[src/rtl/kvd_pkg.sv]
// ----------------------------------------------------------------------------
// kvd_pkg : keyframe vertex decode and lerp, shared definitions
// Widths, the quarter-wave sine table, angle lookup and the queue entry type.
// ----------------------------------------------------------------------------
package kvd_pkg;

   localparam int TRIG_FRAC_BITS = 14;
   localparam int ANGLE_STEPS    = 256;
   localparam int ANGLE_BITS     = $clog2(ANGLE_STEPS);
   localparam int HALF_TURN      = ANGLE_STEPS / 2;
   localparam int QUARTER_TURN   = ANGLE_STEPS / 4;
   localparam int QIDX_W         = $clog2(QUARTER_TURN + 1);
   localparam int TRIG_W         = TRIG_FRAC_BITS + 2;
   localparam int TPROD_W        = 2 * TRIG_W;

   localparam int POS_IN_W   = 16;
   localparam int POS_DLT_W  = POS_IN_W + 1;
   localparam int POS_OUT_W  = 24;
   localparam int POS_FRAC   = 8;
   localparam int NRM_W      = 16;
   localparam int NRM_DLT_W  = NRM_W + 1;
   localparam int FACT_W     = 17;
   localparam int LERP_SHIFT = 16;
   localparam int ONE_Q16    = 1 << LERP_SHIFT;
   localparam int LPROD_W    = FACT_W + 1 + POS_DLT_W;

   localparam int QUEUE_DEPTH = 4;
   localparam int QPTR_W      = $clog2(QUEUE_DEPTH);
   localparam int QCNT_W      = QPTR_W + 1;

   localparam longint PI_Q30 = 64'sd3373259426;

   typedef logic signed [TRIG_W-1:0]        trig_type;
   typedef logic [QUARTER_TURN:0][TRIG_W-1:0] quarter_type;

   typedef struct packed {
      logic signed [POS_IN_W-1:0]  cur_x;
      logic signed [POS_IN_W-1:0]  cur_y;
      logic signed [POS_IN_W-1:0]  cur_z;
      logic signed [POS_DLT_W-1:0] dlt_x;
      logic signed [POS_DLT_W-1:0] dlt_y;
      logic signed [POS_DLT_W-1:0] dlt_z;
      logic signed [NRM_W-1:0]     ncur_x;
      logic signed [NRM_W-1:0]     ncur_y;
      logic signed [NRM_W-1:0]     ncur_z;
      logic signed [NRM_W-1:0]     nnext_x;
      logic signed [NRM_W-1:0]     nnext_y;
      logic signed [NRM_W-1:0]     nnext_z;
   } entry_type;

   // non-negative quotient by restoring long division; elaboration only
   function automatic longint div_const(input longint num, input longint den);
      logic [63:0] n_u;
      logic [63:0] d_u;
      logic [63:0] rem;
      logic [63:0] quo;
      n_u = 64'(num);
      d_u = 64'(den);
      rem = '0;
      quo = '0;
      for (int i = 63; i >= 0; i--) begin
         rem = {rem[62:0], n_u[i]};
         if (rem >= d_u) begin
            rem    = rem - d_u;
            quo[i] = 1'b1;
         end
      end
      return longint'(quo);
   endfunction

   // Taylor series in Q30, rounded to TRIG_FRAC_BITS; elaboration only
   function automatic quarter_type build_quarter_sine();
      quarter_type tab;
      longint      x;
      longint      x2;
      longint      term;
      longint      sum;
      longint      r;
      tab = '0;
      for (int k = 0; k <= QUARTER_TURN; k++) begin
         x    = (PI_Q30 * longint'(k)) >>> (ANGLE_BITS - 1);
         x2   = (x * x) >>> 30;
         term = x;
         sum  = x;
         for (int n = 1; n <= 12; n++) begin
            term = (term * x2) >>> 30;
            term = div_const(term, longint'((2 * n) * (2 * n + 1)));
            if ((n & 1) == 1) begin
               sum = sum - term;
            end else begin
               sum = sum + term;
            end
         end
         if (sum < 0) begin
            sum = 0;
         end
         r = (sum + (longint'(1) << (29 - TRIG_FRAC_BITS))) >>> (30 - TRIG_FRAC_BITS);
         if (r > (longint'(1) << TRIG_FRAC_BITS)) begin
            r = longint'(1) << TRIG_FRAC_BITS;
         end
         tab[k] = TRIG_W'(r);
      end
      return tab;
   endfunction

   localparam quarter_type QUARTER_SINE = build_quarter_sine();

   function automatic trig_type sine_at(input logic [ANGLE_BITS-1:0] k);
      logic [ANGLE_BITS-1:0] idx;
      logic                  neg;
      trig_type              mag;
      if (k <= ANGLE_BITS'(QUARTER_TURN)) begin
         idx = k;
         neg = 1'b0;
      end else if (k <= ANGLE_BITS'(HALF_TURN)) begin
         idx = ANGLE_BITS'(HALF_TURN) - k;
         neg = 1'b0;
      end else if (k <= ANGLE_BITS'(HALF_TURN + QUARTER_TURN)) begin
         idx = k - ANGLE_BITS'(HALF_TURN);
         neg = 1'b1;
      end else begin
         idx = ANGLE_BITS'(0) - k;
         neg = 1'b1;
      end
      mag = QUARTER_SINE[idx[QIDX_W-1:0]];
      return neg ? -mag : mag;
   endfunction

   function automatic trig_type cosine_at(input logic [ANGLE_BITS-1:0] k);
      return sine_at(k + ANGLE_BITS'(QUARTER_TURN));
   endfunction

endpackage

[src/rtl/kvd_if.sv]
// ----------------------------------------------------------------------------
// kvd_if : vertex pair and result channels
// Valid/ready channels carrying one vertex pair in and one lerped vertex out.
// ----------------------------------------------------------------------------
interface kvd_req_if;
   logic                                 valid;
   logic                                 ready;
   logic signed [kvd_pkg::POS_IN_W-1:0]  cur_x;
   logic signed [kvd_pkg::POS_IN_W-1:0]  cur_y;
   logic signed [kvd_pkg::POS_IN_W-1:0]  cur_z;
   logic [kvd_pkg::NRM_W-1:0]            cur_normal;
   logic signed [kvd_pkg::POS_IN_W-1:0]  next_x;
   logic signed [kvd_pkg::POS_IN_W-1:0]  next_y;
   logic signed [kvd_pkg::POS_IN_W-1:0]  next_z;
   logic [kvd_pkg::NRM_W-1:0]            next_normal;

   modport source(output valid, cur_x, cur_y, cur_z, cur_normal,
                  next_x, next_y, next_z, next_normal, input ready);
   modport sink(input valid, cur_x, cur_y, cur_z, cur_normal,
                next_x, next_y, next_z, next_normal, output ready);
endinterface


[src/rtl/kvd_front.sv]
// ----------------------------------------------------------------------------
// kvd_front : input register and normal decode
// Takes vertex pairs, decodes both packed normals through the sine table and
// forms position deltas, producing one queue entry per item.
// ----------------------------------------------------------------------------
module kvd_front (
   input  logic                clock,
   input  logic                reset,
   kvd_req_if.sink             req,
   output logic                out_valid,
   output kvd_pkg::entry_type  out_entry,
   input  logic                out_ready
);

   localparam int PW = kvd_pkg::TPROD_W;

   // stage 1: raw item
   logic                                f1_v_ff, f1_v_in;
   logic signed [kvd_pkg::POS_IN_W-1:0] f1_cx_ff, f1_cy_ff, f1_cz_ff;
   logic signed [kvd_pkg::POS_IN_W-1:0] f1_nx_ff, f1_ny_ff, f1_nz_ff;
   logic [kvd_pkg::NRM_W-1:0]           f1_cn_ff, f1_nn_ff;

   // stage 2: deltas and trig products
   logic                                 f2_v_ff, f2_v_in;
   logic signed [kvd_pkg::POS_IN_W-1:0]  f2_cx_ff, f2_cy_ff, f2_cz_ff;
   logic signed [kvd_pkg::POS_DLT_W-1:0] f2_dx_ff, f2_dy_ff, f2_dz_ff;
   logic signed [kvd_pkg::POS_DLT_W-1:0] f2_dx_in, f2_dy_in, f2_dz_in;
   logic signed [PW-1:0]                 f2_cpx_ff, f2_cpy_ff, f2_npx_ff, f2_npy_ff;
   logic signed [PW-1:0]                 f2_cpx_in, f2_cpy_in, f2_npx_in, f2_npy_in;
   kvd_pkg::trig_type                    f2_cz_trig_ff, f2_nz_trig_ff;
   kvd_pkg::trig_type                    f2_cz_trig_in, f2_nz_trig_in;

   logic f1_rdy, f2_rdy;
   logic signed [PW-1:0] cpx_sh, cpy_sh, npx_sh, npy_sh;

   assign f2_rdy    = !f2_v_ff || out_ready;
   assign f1_rdy    = !f1_v_ff || f2_rdy;
   assign req.ready = f1_rdy;

   always_comb begin
      f1_v_in = f1_rdy ? req.valid : f1_v_ff;
      f2_v_in = f2_rdy ? f1_v_ff : f2_v_ff;
   end

   always_ff @(posedge clock) begin
      if (reset) begin
         f1_v_ff <= 1'b0;
         f2_v_ff <= 1'b0;
      end else begin
         f1_v_ff <= f1_v_in;
         f2_v_ff <= f2_v_in;
      end
   end

   always_ff @(posedge clock) begin
      if (req.valid && f1_rdy) begin
         f1_cx_ff <= req.cur_x;
         f1_cy_ff <= req.cur_y;
         f1_cz_ff <= req.cur_z;
         f1_cn_ff <= req.cur_normal;
         f1_nx_ff <= req.next_x;
         f1_ny_ff <= req.next_y;
         f1_nz_ff <= req.next_z;
         f1_nn_ff <= req.next_normal;
      end
   end

   always_comb begin
      kvd_pkg::trig_type c_sl, c_cl, c_slat, n_sl, n_cl, n_slat;
      c_sl   = kvd_pkg::sine_at(f1_cn_ff[kvd_pkg::ANGLE_BITS-1:0]);
      c_cl   = kvd_pkg::cosine_at(f1_cn_ff[kvd_pkg::NRM_W-1:kvd_pkg::ANGLE_BITS]);
      c_slat = kvd_pkg::sine_at(f1_cn_ff[kvd_pkg::NRM_W-1:kvd_pkg::ANGLE_BITS]);
      n_sl   = kvd_pkg::sine_at(f1_nn_ff[kvd_pkg::ANGLE_BITS-1:0]);
      n_cl   = kvd_pkg::cosine_at(f1_nn_ff[kvd_pkg::NRM_W-1:kvd_pkg::ANGLE_BITS]);
      n_slat = kvd_pkg::sine_at(f1_nn_ff[kvd_pkg::NRM_W-1:kvd_pkg::ANGLE_BITS]);
      f2_cpx_in     = PW'(c_cl) * PW'(c_sl);
      f2_cpy_in     = PW'(c_slat) * PW'(c_sl);
      f2_npx_in     = PW'(n_cl) * PW'(n_sl);
      f2_npy_in     = PW'(n_slat) * PW'(n_sl);
      f2_cz_trig_in = kvd_pkg::cosine_at(f1_cn_ff[kvd_pkg::ANGLE_BITS-1:0]);
      f2_nz_trig_in = kvd_pkg::cosine_at(f1_nn_ff[kvd_pkg::ANGLE_BITS-1:0]);
      f2_dx_in = kvd_pkg::POS_DLT_W'(f1_nx_ff) - kvd_pkg::POS_DLT_W'(f1_cx_ff);
      f2_dy_in = kvd_pkg::POS_DLT_W'(f1_ny_ff) - kvd_pkg::POS_DLT_W'(f1_cy_ff);
      f2_dz_in = kvd_pkg::POS_DLT_W'(f1_nz_ff) - kvd_pkg::POS_DLT_W'(f1_cz_ff);
   end

   always_ff @(posedge clock) begin
      if (f1_v_ff && f2_rdy) begin
         f2_cx_ff      <= f1_cx_ff;
         f2_cy_ff      <= f1_cy_ff;
         f2_cz_ff      <= f1_cz_ff;
         f2_dx_ff      <= f2_dx_in;
         f2_dy_ff      <= f2_dy_in;
         f2_dz_ff      <= f2_dz_in;
         f2_cpx_ff     <= f2_cpx_in;
         f2_cpy_ff     <= f2_cpy_in;
         f2_npx_ff     <= f2_npx_in;
         f2_npy_ff     <= f2_npy_in;
         f2_cz_trig_ff <= f2_cz_trig_in;
         f2_nz_trig_ff <= f2_nz_trig_in;
      end
   end

   // floor by arithmetic shift
   assign cpx_sh = f2_cpx_ff >>> kvd_pkg::TRIG_FRAC_BITS;
   assign cpy_sh = f2_cpy_ff >>> kvd_pkg::TRIG_FRAC_BITS;
   assign npx_sh = f2_npx_ff >>> kvd_pkg::TRIG_FRAC_BITS;
   assign npy_sh = f2_npy_ff >>> kvd_pkg::TRIG_FRAC_BITS;

   always_comb begin
      out_entry.cur_x   = f2_cx_ff;
      out_entry.cur_y   = f2_cy_ff;
      out_entry.cur_z   = f2_cz_ff;
      out_entry.dlt_x   = f2_dx_ff;
      out_entry.dlt_y   = f2_dy_ff;
      out_entry.dlt_z   = f2_dz_ff;
      out_entry.ncur_x  = kvd_pkg::NRM_W'(cpx_sh);
      out_entry.ncur_y  = kvd_pkg::NRM_W'(cpy_sh);
      out_entry.ncur_z  = kvd_pkg::NRM_W'(f2_cz_trig_ff);
      out_entry.nnext_x = kvd_pkg::NRM_W'(npx_sh);
      out_entry.nnext_y = kvd_pkg::NRM_W'(npy_sh);
      out_entry.nnext_z = kvd_pkg::NRM_W'(f2_nz_trig_ff);
   end

   assign out_valid = f2_v_ff;

endmodule

[src/flat_wrapper.sv]
// flat-port wrapper written by rule: the top's interface ports become plain ports
module kvd_front_flat 
  (clock, reset, out_valid, out_entry, out_ready, req_valid, req_cur_x, req_cur_y, req_cur_z, req_cur_normal, req_next_x, req_next_y, req_next_z, req_next_normal, req_ready);
  kvd_req_if req_i ();
  input  logic clock;
  input  logic reset;
  output logic out_valid;
  output kvd_pkg::entry_type out_entry;
  input  logic out_ready;
  input wire logic [$bits(req_i.valid)-1:0] req_valid;
  input wire logic [$bits(req_i.cur_x)-1:0] req_cur_x;
  input wire logic [$bits(req_i.cur_y)-1:0] req_cur_y;
  input wire logic [$bits(req_i.cur_z)-1:0] req_cur_z;
  input wire logic [$bits(req_i.cur_normal)-1:0] req_cur_normal;
  input wire logic [$bits(req_i.next_x)-1:0] req_next_x;
  input wire logic [$bits(req_i.next_y)-1:0] req_next_y;
  input wire logic [$bits(req_i.next_z)-1:0] req_next_z;
  input wire logic [$bits(req_i.next_normal)-1:0] req_next_normal;
  output wire logic [$bits(req_i.ready)-1:0] req_ready;
  assign req_i.valid = req_valid;
  assign req_i.cur_x = req_cur_x;
  assign req_i.cur_y = req_cur_y;
  assign req_i.cur_z = req_cur_z;
  assign req_i.cur_normal = req_cur_normal;
  assign req_i.next_x = req_next_x;
  assign req_i.next_y = req_next_y;
  assign req_i.next_z = req_next_z;
  assign req_i.next_normal = req_next_normal;
  assign req_ready = req_i.ready;
  kvd_front u_core (.clock(clock), .reset(reset), .req(req_i), .out_valid(out_valid), .out_entry(out_entry), .out_ready(out_ready));
endmodule
[config.mk]
export PLATFORM = sky130hd
export DESIGN_NAME = kvd_front_flat
export DESIGN_NICKNAME = d
export VERILOG_FILES = /design/src/rtl/kvd_pkg.sv /design/src/rtl/kvd_if.sv /design/src/rtl/kvd_front.sv /design/src/flat_wrapper.sv
export SDC_FILE = /design/constraint.sdc
export NUM_CORES = 2
export LEC_CHECK = 0
export ABC_AREA = 1
export BUFFER_PORTS_ARGS = -buffer_cell sky130_fd_sc_hd__buf_4
export CORE_MARGIN = 10
export CORE_UTILIZATION = 40
export CTS_CLUSTER_SIZE = 12
export DETAILED_ROUTE_END_ITERATION = 6
export SYNTH_ARGS = -nofsm -noshare
export SYNTH_HDL_FRONTEND = slang
export SYNTH_SLANG_ARGS = --single-unit
[constraint.sdc]
create_clock -name clock -period 34.3 [get_ports clock]
set_input_delay 3.43 -clock clock [delete_from_list [all_inputs] [get_ports clock]]
set_output_delay 3.43 -clock clock [all_outputs]
set_load 0.1 [all_outputs]
==> reports/results.tsv <==
metric	value	unit
DR vias/cell	5.220	
Clock Tree Root	clkbuf_16	
Final Skew	0.05006	ns
chip width	422.8	µm
cts repair resizes	0	
site row count	147	
worst skew pair latency	0.64	ns
vias in the first global route	57907	
final hold vios	0	
core area	160900	µm²
yosys warns	0	
Crit Reg-Reg Startpoint	u_core.f1_nn_ff[0]	
GRT overflow	0	
worst setup margin	21.86	ns
RSZ-0062 raised after global routing	false	
status	complete, but fails checks	
final setup vio count	0	
FFs w/ async S/R, synth	0	%
setup TNS after final layout	0	ns
minimum clock period	12.44	ns
Max-Slew Margin vs Limit	15.59	%
Synth Register Bits	325	
max-slew violations	0	
Arrival @ worst endpoint	12.84	ns
WL/cell	18.92	µm
crit path capture type	register	
number of setup buffers added after CTS	0	
first-pass GRT wire length	323400	µm
DRC Markers	11	
worst slack at placement	21.99	ns
fin nets	10162	
Starting Density	40.33	%
most frequent cells in the layout	nand2_1 (1852), inv_1 (1726), fa_1 (991)	
element type at the critical path start	register	
placed insts	10670	
antenna viol nets, final	0	
Yosys cell types	74	
Post-synth EDFFs	323	
Worst Hold Class	register to register	
critical path fanouts, max	32	
largest net degree at the start of global routing	149	
Top Registers	u_core.f2_dx_ff x17, u_core.f2_dy_ff x17, u_core.f2_dz_ff x17	
FMAX	80.40	MHz
starting DRC count in detailed routing	4625	
Worst R2R End	u_core.f2_npx_ff[29]	
dpl hpwl	164600	µm
CP required	34.70	ns
Worst-path clk slew	0.06	ns
Hold Startpoint	u_core.f1_cx_ff[11]	
DIE HEIGHT	422.8	µm
layout cells sized above 1	8.532	%
most used cell, CP	inv_1	
failing checks	DRC	
buffer depth of the longest clock path	3	
CTS Buf Count	44	
syn avg cell area	7.795	µm²
Synth top area share	30.57	%
max incr delay on CP	0.76	ns
hold path depth	0	
via count	56126	
Synth Instances	8326	
Hold EP	u_core.f2_cx_ff[11]	
routability cong.	0.9390	
hold-fix buffers at CTS	0	
all-layer global routing usage	22.48	%
Final Cycle Share	36.26	%
reg-to-reg setup timing slack	21.86	ns
Max Cap Viol	0	
post-layout util	44.04	%
Main synth FF type	edfxtp_1	
CP max-delay cell	edfxtp_1	
Net Count, Synth	9932	
most area-consuming cells after synthesis	fa_1 (31%), edfxtp_1 (15%), nand2_1 (11%), inv_1 (10%), ha_1 (9.3%)	
H-tree levels	2	
area leader, netlist	fa_1	
Post-Syn Area	64900	µm²
P&R area growth vs syn	9.207	%
Worst-Margin Slew	1.263	ns
post-route insts no fill	10752	
total wire length	203500	µm
I/O Pins	329	
Clock Sinks	325	
die area	178800	µm²
Pre-Repair DR Iteration Count	7	
TritonCTS clock tree	done	
Register-to-Register Path Depth	45	
leading cell type in the layout, fill and taps excluded	nand2_1	
initial antenna violation count	7	
WS Path Type	register to register	
sequential area share after synthesis	15.01	%
IO Port Bufs	328	
## per-stage QoR
step	area, µm²	hold WS (ns)
after global routing	70880	0.4556
final	70880	0.4485
after floorplan	64900	0.4264
after CTS	70870	0.4472
after global placement	69410	0.4315
after detailed placement	69410	0.4347
## cells in the mapped netlist (all sizes together), types with 3 or more instances
cell type,instances
xor2,154
a221oi,4
a2111oi,5
clkinv,14
nor2,1015
a22oi,3
a21o,19
a31oi,32
nand3b,27
o21a,15
nand4,66
o22ai,5
nor3,41
ha,483
inv,1795
nor4,9
edfxtp,323
a21boi,6
clkbuf,90
nand3,471
a211oi,8
xnor2,50
or2,29
a21oi,267
o2111ai,7
o21ai,285
buf,101
nand2,1928
o211ai,36
o221ai,16
o21bai,13
fa,991
o31ai,5
## kinds of logic after synthesis
kind of cell	synth area share, %
and+or+nand+nor	23.39
buffers and inverters	12.09
adders and majority gates	39.88
AOI/OAI and AO/OA	6.603
DFF	15.01
xor gates and xnor gates	3.033
## worst max path at each step
stage / startpoint / to / slack, ns / depth (start not counted)
6_report: u_core.f1_nn_ff[0] / u_core.f2_npx_ff[29] / 21.86 / 45
5_1_grt: u_core.f1_nn_ff[0] / u_core.f2_npx_ff[29] / 21.10 / 45
4_1_cts: u_core.f1_nn_ff[0] / u_core.f2_npx_ff[29] / 21.93 / 45
3_5_place_dp: u_core.f1_nn_ff[0] / u_core.f2_npx_ff[29] / 21.99 / 45
3_3_place_gp: u_core.f1_nn_ff[0] / u_core.f2_npx_ff[29] / 21.90 / 45
2_1_floorplan: out_ready / u_core.f2_cpx_ff[14] / 20.67 / 2
## worst max-delay path, delay by kind of cell, from the launching register on
family          cells  cell delay, ns
simple gates       17            2.76
buf+inv            12            3.11
flops               1            0.76
compound gates      6            1.14
fa+ha+maj          10            4.42
## area by class of cell
type / instances / area (µm²)
Antenna cell: 1 / 2.502
Clock buffer: 54 / 1149
Clock inverter: 27 / 320.3
Fill cell: 16247 / 90060
Inverter: 1809 / 6810
Multi-Input combinational cell: 6001 / 47330
Sequential cell: 325 / 9739
Tap cell: 2160 / 2703
Timing Repair Buffer: 375 / 2828
## per-layer routing
metal	track usage, %	up-vias	routed length (µm)
met5	0	-	61
met4	7.865	8	7995
met2	38.51	2211	98150
met1	28.47	27563	81880
li1	-	25955	-
met3	3.875	389	15390
Power is left out: the tool's default activity adds up to more than one toggle a clock period on the data nets, which glitch-free logic cannot reach.
