<file path="config.mk">
export PLATFORM = sky130hd
export DESIGN_NAME = kvd_back_flat
export DESIGN_NICKNAME = d
export VERILOG_FILES = /design/src/rtl/kvd_pkg.sv /design/src/rtl/kvd_if.sv /design/src/rtl/kvd_back.sv /design/src/flat_wrapper.sv
export SDC_FILE = /design/constraint.sdc
export NUM_CORES = 2
export LEC_CHECK = 0
export ABC_CLOCK_PERIOD_IN_PS = 11100
export BUFFER_PORTS_ARGS = -buffer_cell sky130_fd_sc_hd__buf_4
export CORE_AREA = 2 2 546 331
export CTS_CLUSTER_SIZE = 40
export DETAILED_ROUTE_END_ITERATION = 7
export DIE_AREA = 0 0 548 333
export MAX_ROUTING_LAYER = met4
export PLACE_DENSITY = 0.66
export SLEW_MARGIN = 10
export SYNTH_ARGS = -nofsm -noshare
export SYNTH_HDL_FRONTEND = slang
export SYNTH_SLANG_ARGS = --single-unit
</file>
<file path="constraint.sdc">
create_clock -name clock -period 11.1 [get_ports clock]
set_input_delay 1.11 -clock clock [delete_from_list [all_inputs] [get_ports clock]]
set_output_delay 1.11 -clock clock [all_outputs]
set_load 0.03 [all_outputs]
</file>
<file path="src/rtl/kvd_pkg.sv">
// ----------------------------------------------------------------------------
// kvd_pkg : keyframe vertex decode and lerp, shared definitions
// Widths, the quarter-wave sine table, angle lookup and the queue entry type.
// ----------------------------------------------------------------------------
package kvd_pkg;

   localparam int TRIG_FRAC_BITS = 14;
   localparam int ANGLE_STEPS    = 256;
   localparam int ANGLE_BITS     = $clog2(ANGLE_STEPS);
   localparam int HALF_TURN      = ANGLE_STEPS / 2;
   localparam int QUARTER_TURN   = ANGLE_STEPS / 4;
   localparam int QIDX_W         = $clog2(QUARTER_TURN + 1);
   localparam int TRIG_W         = TRIG_FRAC_BITS + 2;
   localparam int TPROD_W        = 2 * TRIG_W;

   localparam int POS_IN_W   = 16;
   localparam int POS_DLT_W  = POS_IN_W + 1;
   localparam int POS_OUT_W  = 24;
   localparam int POS_FRAC   = 8;
   localparam int NRM_W      = 16;
   localparam int NRM_DLT_W  = NRM_W + 1;
   localparam int FACT_W     = 17;
   localparam int LERP_SHIFT = 16;
   localparam int ONE_Q16    = 1 << LERP_SHIFT;
   localparam int LPROD_W    = FACT_W + 1 + POS_DLT_W;

   localparam int QUEUE_DEPTH = 4;
   localparam int QPTR_W      = $clog2(QUEUE_DEPTH);
   localparam int QCNT_W      = QPTR_W + 1;

   localparam longint PI_Q30 = 64'sd3373259426;

   typedef logic signed [TRIG_W-1:0]        trig_type;
   typedef logic [QUARTER_TURN:0][TRIG_W-1:0] quarter_type;

   typedef struct packed {
      logic signed [POS_IN_W-1:0]  cur_x;
      logic signed [POS_IN_W-1:0]  cur_y;
      logic signed [POS_IN_W-1:0]  cur_z;
      logic signed [POS_DLT_W-1:0] dlt_x;
      logic signed [POS_DLT_W-1:0] dlt_y;
      logic signed [POS_DLT_W-1:0] dlt_z;
      logic signed [NRM_W-1:0]     ncur_x;
      logic signed [NRM_W-1:0]     ncur_y;
      logic signed [NRM_W-1:0]     ncur_z;
      logic signed [NRM_W-1:0]     nnext_x;
      logic signed [NRM_W-1:0]     nnext_y;
      logic signed [NRM_W-1:0]     nnext_z;
   } entry_type;

   // non-negative quotient by restoring long division; elaboration only
   function automatic longint div_const(input longint num, input longint den);
      logic [63:0] n_u;
      logic [63:0] d_u;
      logic [63:0] rem;
      logic [63:0] quo;
      n_u = 64'(num);
      d_u = 64'(den);
      rem = '0;
      quo = '0;
      for (int i = 63; i >= 0; i--) begin
         rem = {rem[62:0], n_u[i]};
         if (rem >= d_u) begin
            rem    = rem - d_u;
            quo[i] = 1'b1;
         end
      end
      return longint'(quo);
   endfunction

   // Taylor series in Q30, rounded to TRIG_FRAC_BITS; elaboration only
   function automatic quarter_type build_quarter_sine();
      quarter_type tab;
      longint      x;
      longint      x2;
      longint      term;
      longint      sum;
      longint      r;
      tab = '0;
      for (int k = 0; k <= QUARTER_TURN; k++) begin
         x    = (PI_Q30 * longint'(k)) >>> (ANGLE_BITS - 1);
         x2   = (x * x) >>> 30;
         term = x;
         sum  = x;
         for (int n = 1; n <= 12; n++) begin
            term = (term * x2) >>> 30;
            term = div_const(term, longint'((2 * n) * (2 * n + 1)));
            if ((n & 1) == 1) begin
               sum = sum - term;
            end else begin
               sum = sum + term;
            end
         end
         if (sum < 0) begin
            sum = 0;
         end
         r = (sum + (longint'(1) << (29 - TRIG_FRAC_BITS))) >>> (30 - TRIG_FRAC_BITS);
         if (r > (longint'(1) << TRIG_FRAC_BITS)) begin
            r = longint'(1) << TRIG_FRAC_BITS;
         end
         tab[k] = TRIG_W'(r);
      end
      return tab;
   endfunction

   localparam quarter_type QUARTER_SINE = build_quarter_sine();

   function automatic trig_type sine_at(input logic [ANGLE_BITS-1:0] k);
      logic [ANGLE_BITS-1:0] idx;
      logic                  neg;
      trig_type              mag;
      if (k <= ANGLE_BITS'(QUARTER_TURN)) begin
         idx = k;
         neg = 1'b0;
      end else if (k <= ANGLE_BITS'(HALF_TURN)) begin
         idx = ANGLE_BITS'(HALF_TURN) - k;
         neg = 1'b0;
      end else if (k <= ANGLE_BITS'(HALF_TURN + QUARTER_TURN)) begin
         idx = k - ANGLE_BITS'(HALF_TURN);
         neg = 1'b1;
      end else begin
         idx = ANGLE_BITS'(0) - k;
         neg = 1'b1;
      end
      mag = QUARTER_SINE[idx[QIDX_W-1:0]];
      return neg ? -mag : mag;
   endfunction

   function automatic trig_type cosine_at(input logic [ANGLE_BITS-1:0] k);
      return sine_at(k + ANGLE_BITS'(QUARTER_TURN));
   endfunction

endpackage

</file>
<file path="src/rtl/kvd_if.sv">


interface kvd_rsp_if;
   logic                                 valid;
   logic                                 ready;
   logic signed [kvd_pkg::POS_OUT_W-1:0] pos_x;
   logic signed [kvd_pkg::POS_OUT_W-1:0] pos_y;
   logic signed [kvd_pkg::POS_OUT_W-1:0] pos_z;
   logic signed [kvd_pkg::NRM_W-1:0]     nrm_x;
   logic signed [kvd_pkg::NRM_W-1:0]     nrm_y;
   logic signed [kvd_pkg::NRM_W-1:0]     nrm_z;

   modport source(output valid, pos_x, pos_y, pos_z, nrm_x, nrm_y, nrm_z,
                  input ready);
   modport sink(input valid, pos_x, pos_y, pos_z, nrm_x, nrm_y, nrm_z,
                output ready);
endinterface

</file>
<file path="src/rtl/kvd_back.sv">
// ----------------------------------------------------------------------------
// kvd_back : keyframe lerp and output register
// Multiplies deltas by the interpolation factor, then floors and adds the
// current-frame values into the result register.
// ----------------------------------------------------------------------------
module kvd_back (
   input  logic                         clock,
   input  logic                         reset,
   input  logic                         in_valid,
   input  kvd_pkg::entry_type           in_entry,
   output logic                         in_ready,
   input  logic [kvd_pkg::FACT_W-1:0]   factor,
   kvd_rsp_if.source                    rsp
);

   localparam int LW = kvd_pkg::LPROD_W;

   logic                                b1_v_ff, b1_v_in, b2_v_ff, b2_v_in;
   logic b1_rdy, b2_rdy;

   logic signed [kvd_pkg::FACT_W:0]     tt;
   logic signed [kvd_pkg::NRM_DLT_W-1:0] dn_x, dn_y, dn_z;

   logic signed [LW-1:0]                b1_px_ff, b1_py_ff, b1_pz_ff;
   logic signed [LW-1:0]                b1_nx_ff, b1_ny_ff, b1_nz_ff;
   logic signed [LW-1:0]                b1_px_in, b1_py_in, b1_pz_in;
   logic signed [LW-1:0]                b1_nx_in, b1_ny_in, b1_nz_in;
   logic signed [kvd_pkg::POS_IN_W-1:0] b1_cx_ff, b1_cy_ff, b1_cz_ff;
   logic signed [kvd_pkg::NRM_W-1:0]    b1_ncx_ff, b1_ncy_ff, b1_ncz_ff;

   logic signed [LW-1:0]                 sum_px, sum_py, sum_pz;
   logic signed [LW-1:0]                 sum_nx, sum_ny, sum_nz;
   logic signed [kvd_pkg::POS_OUT_W-1:0] b2_px_ff, b2_py_ff, b2_pz_ff;
   logic signed [kvd_pkg::NRM_W-1:0]     b2_nx_ff, b2_ny_ff, b2_nz_ff;

   assign b2_rdy   = !b2_v_ff || rsp.ready;
   assign b1_rdy   = !b1_v_ff || b2_rdy;
   assign in_ready = b1_rdy;

   always_comb begin
      b1_v_in = b1_rdy ? in_valid : b1_v_ff;
      b2_v_in = b2_rdy ? b1_v_ff : b2_v_ff;
   end

   always_ff @(posedge clock) begin
      if (reset) begin
         b1_v_ff <= 1'b0;
         b2_v_ff <= 1'b0;
      end else begin
         b1_v_ff <= b1_v_in;
         b2_v_ff <= b2_v_in;
      end
   end

   assign tt = signed'({1'b0, factor});

   always_comb begin
      dn_x = kvd_pkg::NRM_DLT_W'(in_entry.nnext_x) - kvd_pkg::NRM_DLT_W'(in_entry.ncur_x);
      dn_y = kvd_pkg::NRM_DLT_W'(in_entry.nnext_y) - kvd_pkg::NRM_DLT_W'(in_entry.ncur_y);
      dn_z = kvd_pkg::NRM_DLT_W'(in_entry.nnext_z) - kvd_pkg::NRM_DLT_W'(in_entry.ncur_z);
      b1_px_in = LW'(tt) * LW'(in_entry.dlt_x);
      b1_py_in = LW'(tt) * LW'(in_entry.dlt_y);
      b1_pz_in = LW'(tt) * LW'(in_entry.dlt_z);
      b1_nx_in = LW'(tt) * LW'(dn_x);
      b1_ny_in = LW'(tt) * LW'(dn_y);
      b1_nz_in = LW'(tt) * LW'(dn_z);
   end

   always_ff @(posedge clock) begin
      if (in_valid && b1_rdy) begin
         b1_px_ff  <= b1_px_in;
         b1_py_ff  <= b1_py_in;
         b1_pz_ff  <= b1_pz_in;
         b1_nx_ff  <= b1_nx_in;
         b1_ny_ff  <= b1_ny_in;
         b1_nz_ff  <= b1_nz_in;
         b1_cx_ff  <= in_entry.cur_x;
         b1_cy_ff  <= in_entry.cur_y;
         b1_cz_ff  <= in_entry.cur_z;
         b1_ncx_ff <= in_entry.ncur_x;
         b1_ncy_ff <= in_entry.ncur_y;
         b1_ncz_ff <= in_entry.ncur_z;
      end
   end

   always_comb begin
      sum_px = (LW'(b1_cx_ff) <<< kvd_pkg::POS_FRAC) + (b1_px_ff >>> kvd_pkg::POS_FRAC);
      sum_py = (LW'(b1_cy_ff) <<< kvd_pkg::POS_FRAC) + (b1_py_ff >>> kvd_pkg::POS_FRAC);
      sum_pz = (LW'(b1_cz_ff) <<< kvd_pkg::POS_FRAC) + (b1_pz_ff >>> kvd_pkg::POS_FRAC);
      sum_nx = LW'(b1_ncx_ff) + (b1_nx_ff >>> kvd_pkg::LERP_SHIFT);
      sum_ny = LW'(b1_ncy_ff) + (b1_ny_ff >>> kvd_pkg::LERP_SHIFT);
      sum_nz = LW'(b1_ncz_ff) + (b1_nz_ff >>> kvd_pkg::LERP_SHIFT);
   end

   always_ff @(posedge clock) begin
      if (b1_v_ff && b2_rdy) begin
         b2_px_ff <= sum_px[kvd_pkg::POS_OUT_W-1:0];
         b2_py_ff <= sum_py[kvd_pkg::POS_OUT_W-1:0];
         b2_pz_ff <= sum_pz[kvd_pkg::POS_OUT_W-1:0];
         b2_nx_ff <= sum_nx[kvd_pkg::NRM_W-1:0];
         b2_ny_ff <= sum_ny[kvd_pkg::NRM_W-1:0];
         b2_nz_ff <= sum_nz[kvd_pkg::NRM_W-1:0];
      end
   end

   assign rsp.valid = b2_v_ff;
   assign rsp.pos_x = b2_px_ff;
   assign rsp.pos_y = b2_py_ff;
   assign rsp.pos_z = b2_pz_ff;
   assign rsp.nrm_x = b2_nx_ff;
   assign rsp.nrm_y = b2_ny_ff;
   assign rsp.nrm_z = b2_nz_ff;

endmodule

</file>
<file path="src/flat_wrapper.sv">
// flat-port wrapper written by rule: the top's interface ports become plain ports
module kvd_back_flat 
  (clock, reset, in_valid, in_entry, in_ready, factor, rsp_valid, rsp_pos_x, rsp_pos_y, rsp_pos_z, rsp_nrm_x, rsp_nrm_y, rsp_nrm_z, rsp_ready);
  kvd_rsp_if rsp_i ();
  input  logic clock;
  input  logic reset;
  input  logic in_valid;
  input  kvd_pkg::entry_type in_entry;
  output logic in_ready;
  input  logic [kvd_pkg::FACT_W-1:0] factor;
  output wire logic [$bits(rsp_i.valid)-1:0] rsp_valid;
  output wire logic [$bits(rsp_i.pos_x)-1:0] rsp_pos_x;
  output wire logic [$bits(rsp_i.pos_y)-1:0] rsp_pos_y;
  output wire logic [$bits(rsp_i.pos_z)-1:0] rsp_pos_z;
  output wire logic [$bits(rsp_i.nrm_x)-1:0] rsp_nrm_x;
  output wire logic [$bits(rsp_i.nrm_y)-1:0] rsp_nrm_y;
  output wire logic [$bits(rsp_i.nrm_z)-1:0] rsp_nrm_z;
  input wire logic [$bits(rsp_i.ready)-1:0] rsp_ready;
  assign rsp_valid = rsp_i.valid;
  assign rsp_pos_x = rsp_i.pos_x;
  assign rsp_pos_y = rsp_i.pos_y;
  assign rsp_pos_z = rsp_i.pos_z;
  assign rsp_nrm_x = rsp_i.nrm_x;
  assign rsp_nrm_y = rsp_i.nrm_y;
  assign rsp_nrm_z = rsp_i.nrm_z;
  assign rsp_i.ready = rsp_ready;
  kvd_back u_core (.clock(clock), .reset(reset), .in_valid(in_valid), .in_entry(in_entry), .in_ready(in_ready), .factor(factor), .rsp(rsp_i));
endmodule
</file>
==> results.json <==
{
  "wirelength_um": 189000,
  "period_share_pct": 82.4,
  "hold_class": "register to register",
  "clock_path_buffers": 3,
  "cts_root_buf": "clkbuf_16",
  "ys_ff_latch": 338,
  "hold_viol": 0,
  "clk_pin_slew_ns": 0.06,
  "async_reset_ff_share_pct": 0,
  "num_rows": 120,
  "cts_tree": "yes",
  "synth_top_flop_cell": "edfxtp_1",
  "reg2reg_depth": 12,
  "cts_resized": 0,
  "whs_endpoint": "u_core.rsp.pos_x[1]$_DFFE_PP_",
  "start_util_pct": 39.9,
  "place.gp.congestion": 0.884,
  "worstHoldStart": "u_core.b1_px_ff[9]$_DFFE_PP_",
  "path_common_cell": "fa_1",
  "yosysWarnings": 0,
  "synth_area_per_cell_um2": 9.54,
  "grt_pass1_wl_um": 303000,
  "syn_nets": 9754,
  "die_x_um": 548,
  "syn_inst": 7417,
  "arrival_ns": 9.52,
  "via_count": 49947,
  "max-slew-margin-rel_pct": 18.1,
  "cpMaxStageDelayCell": "o31ai_1",
  "reg2reg_to": "u_core.rsp.pos_x[22]$_DFFE_PP_",
  "status": "finished clean",
  "grt_setup_unrepaired": "false",
  "cpPeakStageDelay_ns": 0.61,
  "grt_most_used_layer": "met1",
  "min_path_cells": 0,
  "synth_edf_count": 336,
  "clk_latency_ns": 0.64,
  "synth_cell_types": 85,
  "nets": 9915,
  "use_met2_pct": 31.1,
  "postCtsHoldBufs": 0,
  "synth_area_um2": 70700,
  "grt_usage_pct": 21.9,
  "worst_pin_slew_ns": 1.22,
  "grt-ovfl-total": 0,
  "min_period_ns": 9.15,
  "fillCellCount": 17058,
  "critPathLaunchType": "primary input",
  "report.final.slew_viol_count": 0,
  "cts_setup_buffers": 0,
  "htreeDepth": 2,
  "fp.dieArea_um2": 182000,
  "cts_sinks": 338,
  "drv_cap": 0,
  "cts_buffers": 41,
  "final-setup-viol-count": 0,
  "wl_per_cell_um": 18.9,
  "place_hpwl_um": 146000,
  "drt_iter0_drc": 3826,
  "crit_type": "primary input to register",
  "finClkSkew_ns": 0.0324,
  "drive_above_1_share_pct": 7.26,
  "grt_max_degree": 124,
  "ys_seq_area_share_pct": 14.3,
  "setup_tns_ns": 0,
  "dr.pass1.iters": 6,
  "dieHeight_um": 333,
  "met1_usage_pct": 32.6,
  "portBuffers": 337,
  "ant_nets": 0,
  "area_growth_pct": 9.23,
  "rr_startpoint": "u_core.b1_px_ff[16]$_DFFE_PP_",
  "ios": 338,
  "drc": 0,
  "vias_per_cell": 5.00,
  "cp-end-kind": "register",
  "antenna_found_initial": 15,
  "cp_max_fo": 16,
  "gr-usage-met3_pct": 4.22,
  "required_ns": 11.47,
  "fp.coreArea_um2": 177000,
  "fmax_ghz": 0.109,
  "grt_pass1_vias": 52979,
  "r2r_setup_slack_ns": 7.66
}
-- cells by family (layout without fill, tap and decap cells) --
kind of cell	count (synthesis)	after routing	share of synthesized area, %
adders and majority gates	2121	2121	51.8
buffers and inverters	2027	2218	10.8
xor gates and xnor gates	236	236	2.96
muxes	2	2	0.0301
other	0	9	0
DFF	338	338	14.3
and+or+nand+nor	2213	2213	15.5
AOI/OAI and AO/OA	480	480	4.63
-- Yosys cell counts, types with 5 or more instances --
| cell type | count | area (um2) |
|---|---|---|
| edfxtp_1 | 336 | 10100 |
| a31oi_1 | 17 | 106 |
| o211ai_1 | 17 | 128 |
| fa_1 | 1347 | 27000 |
| o311ai_0 | 9 | 78.8 |
| a21boi_0 | 17 | 128 |
| and3_1 | 25 | 156 |
| clkbuf_1 | 297 | 1110 |
| nand3_1 | 43 | 215 |
| xnor2_1 | 185 | 1620 |
| a211o_1 | 10 | 87.6 |
| nand2_1 | 944 | 3540 |
| o21a_1 | 44 | 330 |
| or2_2 | 31 | 194 |
| ha_1 | 774 | 9680 |
| nand3b_1 | 5 | 37.5 |
| o21ai_1 | 6 | 30.0 |
| a21o_1 | 37 | 278 |
| nor2b_1 | 137 | 857 |
| o31ai_1 | 22 | 165 |
| nand4_1 | 10 | 62.6 |
| a211oi_1 | 15 | 113 |
| o21ai_0 | 80 | 400 |
| o2111ai_1 | 6 | 52.6 |
| and2_1 | 665 | 4160 |
| nand2b_1 | 73 | 457 |
| nor3_1 | 65 | 325 |
| xor2_1 | 49 | 429 |
| o31a_1 | 5 | 43.8 |
| nor2_1 | 175 | 657 |
| a2111oi_0 | 7 | 61.3 |
| inv_1 | 1727 | 6480 |
| a21oi_1 | 128 | 641 |
| or3_1 | 18 | 113 |
| o21bai_1 | 10 | 75.1 |
-- cells in the final DEF, fill, tap and decap left out, drive strengths merged, types with 9 or more instances in the layout --
| cell type | n |
|---|---|
| a31oi | 17 |
| o21bai | 10 |
| o211ai | 17 |
| nand3 | 43 |
| nor3 | 65 |
| or3 | 19 |
| diode | 9 |
| or2 | 31 |
| and3 | 25 |
| buf | 418 |
| a211o | 10 |
| xor2 | 49 |
| ha | 774 |
| nand4 | 10 |
| a21o | 37 |
| o21a | 44 |
| nand2 | 944 |
| inv | 1731 |
| o31ai | 23 |
| clkinv | 14 |
| a21boi | 19 |
| nor2 | 175 |
| o21ai | 87 |
| nor2b | 137 |
| and2 | 665 |
| fa | 1347 |
| clkbuf | 48 |
| a21oi | 129 |
| xnor2 | 185 |
| a211oi | 15 |
| edfxtp | 336 |
| nand2b | 73 |
| o311ai | 11 |
-- metal layers --
layer	part of all wire (%)	vias up
li1	-	22694
met1	48	25394
met2	42	1693
met3	8.6	166
met4	1.6	0
met5	0	-
-- state kept, by name, summed over array words and instances (netlist names) --
name / count
u_core.rsp.nrm_y: 16
u_core.b1_cz_ff: 16
u_core.rsp.pos_z: 24
u_core.b1_pz_ff: 24
u_core.rsp.nrm_z: 16
u_core.b1_ny_ff: 16
u_core.rsp.valid: 1
u_core.b1_py_ff: 24
u_core.rsp.pos_x: 24
u_core.b1_v_ff: 1
u_core.b1_ncz_ff: 16
u_core.rsp.nrm_x: 16
u_core.b1_ncx_ff: 16
u_core.b1_cy_ff: 16
u_core.b1_px_ff: 24
u_core.b1_nx_ff: 16
u_core.rsp.pos_y: 24
u_core.b1_nz_ff: 16
u_core.b1_cx_ff: 16
u_core.b1_ncy_ff: 16
-- metrics by stage --
step           cells  area [um2]  utilization (%)  hold slack [ns]  worst slack [ns]
4_1_cts         9987       77200             43.6            0.419              1.99
2_1_floorplan   7417       70700                -            0.400              2.27
3_5_place_dp    9914       75900             42.8            0.405              1.33
3_3_place_gp    9914       75900             42.8            0.404              1.46
6_report        9996       77300             43.6            0.417              1.95
5_1_grt         9993       77300             43.6            0.427              1.24
-- final cells by class --
cell class                 instances  area, um2  share of cell area, %
antenna                            9       22.5                 0.0291
tap                             2379       2980                   3.85
timing repair buffer             418       3210                   4.16
clock buffer                      48       1090                   1.42
inverter                        1727       6480                   8.39
sequential                       338      10100                   13.1
multi-input combinational       5052      53100                   68.8
clock inverter                    25        219                  0.283
-- worst max-delay path by stage --
stage	startpoint	endpoint	cells past startpoint
6_report	in_entry[81]	u_core.b1_nx_ff[28]$_DFFE_PP_	31
5_1_grt	in_entry[81]	u_core.b1_nx_ff[28]$_DFFE_PP_	32
4_1_cts	in_entry[65]	u_core.b1_ny_ff[31]$_DFFE_PP_	30
3_5_place_dp	in_entry[65]	u_core.b1_ny_ff[31]$_DFFE_PP_	30
3_3_place_gp	in_entry[65]	u_core.b1_ny_ff[31]$_DFFE_PP_	30
2_1_floorplan	in_entry[16]	u_core.b1_ny_ff[31]$_DFFE_PP_	30
-- worst max-delay path: cells and delay by family --
family,cells,cell delay [ns]
XOR/XNOR,2,0.20
buffers and inverters,5,0.47
AND/OR/NAND/NOR,5,0.67
adder cells (fa/ha/maj),8,3.37
AO/OA/AOI/OAI,11,3.67
Power is left out: the tool's default activity adds up to more than one toggle a clock period on the data nets, which glitch-free logic cannot reach.
